File: config.mk
export PLATFORM = sky130hd
export DESIGN_NAME = sme_div
export DESIGN_NICKNAME = d
export VERILOG_FILES = /design/src/rtl/stack_machine_executor_unit_macros.svh /design/src/rtl/sme_pkg.sv /design/src/rtl/sme_div.sv
export SDC_FILE = /design/constraint.sdc
export NUM_CORES = 1
export LEC_CHECK = 0
export BUFFER_PORTS_ARGS = -buffer_cell sky130_fd_sc_hd__buf_2
export CAP_MARGIN = 20
export CORE_UTILIZATION = 45
export CTS_CLUSTER_SIZE = 8
export DETAILED_ROUTE_END_ITERATION = 10
export SKIP_CTS_REPAIR_TIMING = 1
export SKIP_LAST_GASP = 1
export SYNTH_ARGS = -nofsm -noshare
export SYNTH_HDL_FRONTEND = slang
export SYNTH_SLANG_ARGS = --single-unit
File: constraint.sdc
create_clock -name clk -period 5.8 [get_ports clk]
set_input_delay 0.29 -clock clk [delete_from_list [all_inputs] [get_ports clk]]
set_output_delay 0.29 -clock clk [all_outputs]
set_load 0.1 [all_outputs]
File: src/rtl/stack_machine_executor_unit_macros.svh
// assertion helpers used by the executor unit rtl
// both expect clk and rst_n in scope
`ifndef STACK_MACHINE_EXECUTOR_UNIT_MACROS_SVH
`define STACK_MACHINE_EXECUTOR_UNIT_MACROS_SVH

// consequent checked in the same cycle
`define SME_ASSERT_SAME(label, ante, cons, msg) \
    label: assert property (@(posedge clk) disable iff (!rst_n) (ante) |-> (cons)) \
        else $error(msg);

// consequent checked in the next cycle
`define SME_ASSERT_NEXT(label, ante, cons, msg) \
    label: assert property (@(posedge clk) disable iff (!rst_n) (ante) |=> (cons)) \
        else $error(msg);

`endif

File: src/rtl/sme_pkg.sv
`default_nettype none

package sme_pkg;

    localparam int DATA_W              = 32;
    localparam int DEPTH_W             = 9;
    localparam int DEFAULT_STACK_DEPTH = 256;

    // instruction codes
    localparam logic [1:0] CMD_PUSH  = 2'd0;
    localparam logic [1:0] CMD_POP   = 2'd1;
    localparam logic [1:0] CMD_BINOP = 2'd2;
    localparam logic [1:0] CMD_PRINT = 2'd3;

    // status codes
    localparam logic [2:0] ST_OK        = 3'd0;
    localparam logic [2:0] ST_UNDERFLOW = 3'd1;
    localparam logic [2:0] ST_OVERFLOW  = 3'd2;
    localparam logic [2:0] ST_DIVZERO   = 3'd3;
    localparam logic [2:0] ST_BADOP     = 3'd4;

    // ascii operators
    localparam logic [7:0] OP_ADD = 8'h2B;
    localparam logic [7:0] OP_SUB = 8'h2D;
    localparam logic [7:0] OP_MUL = 8'h2A;
    localparam logic [7:0] OP_DIV = 8'h2F;
    localparam logic [7:0] OP_REM = 8'h25;

    typedef logic [DATA_W-1:0]  word_t;
    typedef logic [DEPTH_W-1:0] depth_t;

    typedef struct packed {
        logic [1:0]                command;
        logic signed [DATA_W-1:0]  push_value;
        logic [7:0]                operator_char;
        logic                      last_instruction;
    } instr_t;

    typedef struct packed {
        logic                      print_valid;
        logic signed [DATA_W-1:0]  print_value;
        logic [2:0]                status;
        depth_t                    stack_depth;
    } result_t;

    typedef struct packed {
        logic  start;
        logic  is_rem;
        word_t dividend;
        word_t divisor;
    } div_req_t;

    typedef struct packed {
        logic  done;
        word_t result;
    } div_rsp_t;

endpackage

`default_nettype wire

File: src/rtl/sme_div.sv
`default_nettype none

// radix-2 restoring divider on magnitudes, sign fixed up in a final step
module sme_div (
    input  wire logic             clk,
    input  wire logic             rst_n,
    input  wire sme_pkg::div_req_t req,
    output sme_pkg::div_rsp_t     rsp
);

    localparam int W     = sme_pkg::DATA_W;
    localparam int CNT_W = $clog2(W);

    logic             busy_reg;
    logic             fin_reg;
    logic             done_reg;
    logic [CNT_W-1:0] cnt_reg;
    logic [W-1:0]     quo_reg;
    logic [W-1:0]     rem_reg;
    logic [W-1:0]     dvs_reg;
    logic             neg_reg;
    logic             is_rem_reg;
    logic [W-1:0]     result_reg;

    logic [W:0]   shifted;
    logic [W:0]   diff;
    logic [W-1:0] a_mag;
    logic [W-1:0] b_mag;
    logic [W-1:0] sel;

    assign a_mag   = req.dividend[W-1] ? (W'(0) - req.dividend) : req.dividend;
    assign b_mag   = req.divisor[W-1]  ? (W'(0) - req.divisor)  : req.divisor;
    assign shifted = {rem_reg, quo_reg[W-1]};
    assign diff    = shifted - {1'b0, dvs_reg};
    assign sel     = is_rem_reg ? rem_reg : quo_reg;

    always_ff @(posedge clk or negedge rst_n)
    begin
        if (!rst_n)
        begin
            busy_reg <= 1'b0;
            fin_reg  <= 1'b0;
            done_reg <= 1'b0;
            cnt_reg  <= '0;
        end
        else
        begin
            done_reg <= fin_reg;
            fin_reg  <= 1'b0;
            if (req.start)
            begin
                busy_reg <= 1'b1;
                cnt_reg  <= CNT_W'(W - 1);
            end
            else if (busy_reg)
            begin
                if (cnt_reg == '0)
                begin
                    busy_reg <= 1'b0;
                    fin_reg  <= 1'b1;
                end
                else
                begin
                    cnt_reg <= cnt_reg - CNT_W'(1);
                end
            end
        end
    end

    always_ff @(posedge clk)
    begin
        if (req.start)
        begin
            quo_reg    <= a_mag;
            rem_reg    <= '0;
            dvs_reg    <= b_mag;
            is_rem_reg <= req.is_rem;
            neg_reg    <= req.is_rem ? req.dividend[W-1]
                                     : (req.dividend[W-1] ^ req.divisor[W-1]);
        end
        else if (busy_reg)
        begin
            if (!diff[W])
            begin
                rem_reg <= diff[W-1:0];
                quo_reg <= {quo_reg[W-2:0], 1'b1};
            end
            else
            begin
                rem_reg <= shifted[W-1:0];
                quo_reg <= {quo_reg[W-2:0], 1'b0};
            end
        end
        if (fin_reg)
        begin
            result_reg <= neg_reg ? (W'(0) - sel) : sel;
        end
    end

    assign rsp.done   = done_reg;
    assign rsp.result = result_reg;

endmodule

`default_nettype wire
==> run metrics, run 1 <==
Total Wirelength 21.0 mm; setup repair after global routing missed its margin false; detailed-placement wirelength estimate 15.7 mm; placer congestion estimate 0.828; buffer cell driving the clock tree root clkbuf_16; Synth Register Bits 138; final setup skew 0.0106 ns; post-synthesis cell area 9240 sq um; insertion delay to the later sink of the worst-skew pair 0.43 ns; Syn. warnings 0; share of the clock period used by the worst path after layout 74.4%; antenna violations before repair 0; number of max-capacitance violations reported 0; number of rows created at floorplan 52; Static Leakage 4.28 nW; detailed-route DRC error count 0; wire length of the first global-routing pass 34.0 mm; Avg Synthesized Cell Area 9.52 sq um; share of flip-flops with an asynchronous set or reset 5.80%; number of unique standard cell types used by synthesis 69; peak per-stage delay on the critical path 0.71 ns; most common cell type on the critical path a211oi_1; biggest fanout along the worst timing path 25; Congestion Overflow GR 0; Port Buffer Count 100; synth-to-layout area growth 14.5%; most common cell after layout, fill and taps aside buf_2; Hold Crit Class input pin to flop; Post-Syn Nets 1077; Vert. Die Dim 145 microns; Worst VDD drop 0.214 mV; cell with the largest stage delay on the worst path xnor2_4; clock input transition at the sequential cells of the worst setup and hold paths 0.06 ns; number of cells on the worst hold path 1; number of routed nets with antenna violations 0; Fill cells 1932; total number of clock tree sinks 138; I/O pin count 101; number of hold violations in the final report 0; via count 7299; endpoint kind of the worst setup timing path flop; result of the run finished clean; post-DR vias/cell 5.45; data required time at the worst endpoint 6.08 ns; fmax 232 MHz; H-tree depth 4; largest net degree at the start of global routing 70; Syn Inst Count 971; number of flops mapped to enable cells by yosys 98; slew at the pin closest to its max-slew limit 1.01 ns; worst setup margin 1.49 ns; Crit path arrival time 4.59 ns; TritonCTS buffer count 17; Pre-Repair DR Iteration Count 4; cell-by-cell trace of the critical path inv_1 -> ha_1 -> fa_1 -> nand2b_1 -> a211oi_1 -> o211ai_1 -> a21oi_1 -> a31oi_1 -> o31a_1 -> xnor2_4 -> buf_4 -> mux2i_1 -> a211oi_1; nets@finish 1162; vias in the first global route 6922; power per standard cell area 383 nW/um^2; core area 20200 sq um; dpl ws 1.49 ns; sequential fraction of the synthesis area 40.9%; diodes inserted 0; total negative slack for setup checks 0 ns; startpoint type of the worst setup path flop; share of cells above drive strength 1 14.9%; Final Critical Period 4.31 ns; width of the die 145 microns; Final Setup Violations 0; critical path type flop to flop; fin. max-slew vios 0; most frequently used flop master after synthesis edfxtp_1; TritonCTS clock tree built; Total Routing Usage GR 20.3%; Die Area 21100 sq um; Slew HR 32.8%; initial drt markers 399; leading cell types in the layout, fill and taps excluded buf_2 (99), edfxtp_1 (98), nor2_1 (94); worst reg-to-reg path cell count 13; initial cell density of the core 45.8%; buffers from clock root to sink, at most 2; routed wirelength normalized by instance count 15.7 microns
[cell usage after synthesis, types with 5 or more instances]
library cell / number / area, sq um
o21bai_1: 5 / 37.5
inv_1: 52 / 195
nor3b_1: 8 / 60.1
a211oi_1: 29 / 218
a21oi_1: 78 / 390
or4_1: 8 / 60.1
nand3b_1: 5 / 37.5
a31oi_1: 5 / 31.3
nand3_1: 10 / 50.1
xnor2_1: 53 / 464
nor2_1: 94 / 353
nor3_1: 30 / 150
and3_1: 8 / 50.1
xor2_1: 66 / 578
clkbuf_1: 29 / 109
dfxtp_1: 32 / 641
edfxtp_1: 98 / 2940
nor2b_1: 8 / 50.1
buf_2: 6 / 30.0
nand2b_1: 10 / 62.6
mux2i_1: 58 / 581
nand2_1: 72 / 270
or2_2: 8 / 50.1
ha_1: 37 / 463
o21ai_0: 44 / 220
o31ai_1: 22 / 165
o41ai_1: 10 / 87.6
dfrtp_1: 8 / 200
a21o_1: 12 / 90.1
[cell type report]
class | count | area (sq um) | share of cell area, %
multi-input combinational | 739 | 5100 | 48.2
sequential | 138 | 3780 | 35.8
timing repair buffer | 108 | 566 | 5.34
clock buffer | 19 | 433 | 4.09
tap | 270 | 338 | 3.19
inverter | 52 | 195 | 1.84
clock inverter | 13 | 169 | 1.60
[critical path, delay by kind of cell (launching register included)]
kind                     cells  cell delay, ns
multiplexers                 1            0.23
AO/OA/AOI/OAI                6            1.57
AND/OR/NAND/NOR              1            0.17
flip-flops                   1            0.38
buffers and inverters        2            0.47
XOR/XNOR                     1            0.71
adder cells (fa/ha/maj)      2            0.61
[logic make-up (layout without fill, tap and decap cells)]
family                     Yosys count  count (layout)  share of synthesized area [%]
AOI/OAI and AO/OA                  239             239                           16.8
xor gates and xnor gates           120             120                           11.5
adders and majority gates           38              38                           5.23
buffers and inverters               94             192                           4.02
DFF                                138             138                           40.9
muxes                               59              59                           6.40
and+or+nand+nor                    283             283                           15.1
[power breakdown]
part           switching (mW)  internal, mW
clock network           0.443         0.680
logic                   0.827         0.663
registers               0.197          1.24
total                    1.47          2.58
[per-layer routing]
| layer | vias up | share of wire [%] | wire length, microns | track usage [%] |
|---|---|---|---|---|
| met5 | - | 0 | 0 | 0 |
| met4 | 0 | 1.9 | 405 | 6.37 |
| met3 | 23 | 2.8 | 585 | 3.93 |
| met2 | 114 | 52 | 10800 | 36.2 |
| met1 | 3452 | 44 | 9140 | 24.5 |
| li1 | 3710 | - | - | - |
[per-stage QoR]
step | area (sq um) | hold slack [ns] | utilization, % | instances | power, mW
global route | 10600 | 0.0408 | 52.5 | 1339 | 4.30
detailed placement | 9970 | 0.141 | 49.4 | 1306 | 2.94
global placement | 9970 | 0.143 | 49.4 | 1306 | 2.93
finish | 10600 | 0.0505 | 52.5 | 1339 | 4.05
floorplan | 9240 | -0.00559 | - | 971 | 2.56
CTS | 10600 | -0.311 | 52.4 | 1338 | 4.08
[path summary, 6_finish.rpt]
path | start | endpoint | slack [ns]
worst max-delay path | quo_reg[31]$_DFFE_PP_ | rem_reg[3]$_SDFFE_PP0P_ | 1.49
worst min-delay path | req[64] | is_rem_reg$_DFFE_PP_ | 0.05
worst max register to register | quo_reg[31]$_DFFE_PP_ | rem_reg[3]$_SDFFE_PP0P_ | 1.49
worst min register to register | cnt_reg[4]$_DFFE_PN0P_ | cnt_reg[4]$_DFFE_PN0P_ | 0.53
max in group asynchronous | rst_n | cnt_reg[0]$_DFFE_PN0P_ | 5.41
min in group asynchronous | rst_n | cnt_reg[4]$_DFFE_PN0P_ | 0.22
(Power assumes the default switching activity.)
==> inputs of run 2 (changes only) <==
--- a/config.mk
+++ b/config.mk
@@ -10,6 +10,7 @@
 export CORE_UTILIZATION = 45
 export CTS_CLUSTER_SIZE = 8
 export DETAILED_ROUTE_END_ITERATION = 10
+export PLACE_DENSITY = 0.66
 export SKIP_CTS_REPAIR_TIMING = 1
 export SKIP_LAST_GASP = 1
 export SYNTH_ARGS = -nofsm -noshare
==> constraint.sdc (replaced) <==
create_clock -name clk -period 3.75 [get_ports clk]
set_input_delay 0.1875 -clock clk [delete_from_list [all_inputs] [get_ports clk]]
set_output_delay 0.1875 -clock clk [all_outputs]
set_load 0.1 [all_outputs]
==> run metrics, run 2 (synthesis results as in run 1) <==
result of the run finished clean; initial cell density of the core 45.8% (unchanged); wire length of the first global-routing pass 34.2 mm (+0.63%); startpoint of the worst register-to-register path quo_reg[31]$_DFFE_PP_; number of hold violations in the final report 0 (unchanged); HP Start req[0]; Crit path arrival time 3.85 ns (-0.74 ns); synth-to-layout area growth 15.3%; Static Leakage 4.32 nW (+1.0%); critical path type flop to flop; core area 20200 sq um (unchanged); TritonCTS buffer count 17 (unchanged); most common cell after layout, fill and taps aside buf_2; nets@finish 1172 (+0.86%); worst hold-check slack 0.0331 ns (-0.0174 ns); placer congestion estimate 0.860 (+3.9%); Worst VDD drop 0.369 mV (+72%); Vert. Die Dim 145 microns (unchanged); endpoint kind of the worst setup timing path flop; Hold Crit Class input pin to flop; detailed-placement wirelength estimate 15.5 mm (-1.6%); post-DR vias/cell 5.45 (-0.10%); number of rows created at floorplan 52 (unchanged); TritonCTS clock tree built; fmax 282 MHz (+22%); clock input transition at the sequential cells of the worst setup and hold paths 0.06 ns (about the same); H-tree depth 4 (unchanged); insertion delay to the later sink of the worst-skew pair 0.43 ns (about the same); buffers from clock root to sink, at most 2 (unchanged); Fill cells 1878 (-2.8%); fin. max-slew vios 0 (unchanged); Pre-Repair DR Iteration Count 5 (+1); number of routed nets with antenna violations 0 (unchanged); Total Routing Usage GR 20.3% (+0.042 points); width of the die 145 microns (unchanged); power per standard cell area 588 nW/um^2 (+54%); routed wirelength normalized by instance count 15.4 microns (-1.4%); slew at the pin closest to its max-slew limit 0.586 ns (-0.422 ns); vias in the first global route 6992 (+1.0%); Port Buffer Count 100 (unchanged); Final Critical Period 3.54 ns (-0.772 ns); antenna violations before repair 0 (unchanged); initial drt markers 418 (+4.8%); beginning of the critical path quo_reg[31]$_DFFE_PP_; Final Setup Violations 0 (unchanged); diodes inserted 0 (unchanged); Final Power 6.27 mW (+55%); via count 7346 (+0.64%); detailed-route DRC error count 0 (unchanged); total number of clock tree sinks 138 (unchanged); largest net degree at the start of global routing 54 (-23%); biggest fanout along the worst timing path 11 (-56%); startpoint type of the worst setup path flop; I/O pin count 101 (unchanged); share of cells above drive strength 1 15.8% (+0.88 points); Congestion Overflow GR 0 (unchanged); Slew HR 61.0% (+28 points); fin area 10700 sq um (+0.72%); leading cell types in the layout, fill and taps excluded buf_2 (99), edfxtp_1 (98), nor2_1 (94); dpl ws 0.0361 ns (-1.46 ns); buffer cell driving the clock tree root clkbuf_16; share of the clock period used by the worst path after layout 94.5% (+20 points); number of max-capacitance violations reported 0 (unchanged); placed inst area 10000 sq um (+0.73%); Total Wirelength 20.8 mm (-0.71%); worst setup margin 0.208 ns (-1.28 ns); final setup skew 0.00506 ns (-0.00557 ns); Die Area 21100 sq um (unchanged); data required time at the worst endpoint 4.06 ns (-2.02 ns)
[run 2: cell types whose count changed in the layout (fill, tap and decap cells not counted), sizes merged]
cell,delta
buf,+9
bufinv,-1
clkinv,+2
dlygate4sd3,+1
inv,-1
[run 2: critical path: stages, from the launching register on]
cell	delay [ns]
edfxtp_1	0.39
inv_1	0.06
ha_1	0.22
fa_1	0.40
nand2b_1	0.19
a211oi_2	0.32
o211ai_1	0.21
a21oi_2	0.25
a31oi_1	0.19
o31a_1	0.35
xnor2_4	0.17
buf_4	0.21
nor3b_1	0.14
a311o_1	0.31
[run 2: path summary, 6_finish.rpt]
| kind | end | slack [ns] | cells past startpoint |
|---|---|---|---|
| worst max-delay path | rem_reg[16]$_SDFFE_PP0P_ | 0.21 | 13 |
| worst min-delay path | dvs_reg[0]$_DFFE_PP_ | 0.03 | 1 |
| worst max register to register | rem_reg[16]$_SDFFE_PP0P_ | 0.21 | 13 |
| worst min register to register | cnt_reg[4]$_DFFE_PN0P_ | 0.54 | 2 |
| max in group asynchronous | cnt_reg[0]$_DFFE_PN0P_ | 3.45 | 2 |
| min in group asynchronous | cnt_reg[2]$_DFFE_PN0P_ | 0.14 | 2 |
[run 2: cell type report]
type	instances	area, sq um	area share [%]
Tap cell	270	338	3.17
Multi-Input combinational cell	739	5110	47.9
Clock buffer	19	433	4.06
Timing Repair Buffer	118	656	6.15
Clock inverter	13	146	1.37
Inverter	52	195	1.83
Sequential cell	138	3780	35.5
[run 2: routing by layer]
metal,vias up,GRT usage [%],routed length (microns)
met5,-,0,0
met4,0,6.95,452
met3,31,4.25,751
met2,143,36.3,10900
met1,3440,24.1,8730
li1,3732,-,-
[run 2: power by group]
group	switching (mW)	internal (mW)	leakage [nW]	total, mW
clock network	0.676	0.984	0.271	1.66
logic	1.33	1.08	2.76	2.40
registers	0.285	1.92	1.29	2.20
[run 2: per-stage QoR]
| step | setup TNS (ns) | cells | util [%] |
|---|---|---|---|
| floorplan | 0 | 971 | - |
| global placement | 0 | 1314 | 49.8 |
| detailed placement | 0 | 1314 | 49.8 |
| CTS | 0 | 1346 | 52.7 |
| global route | -0.0653 | 1349 | 52.8 |
| finish | 0 | 1349 | 52.8 |
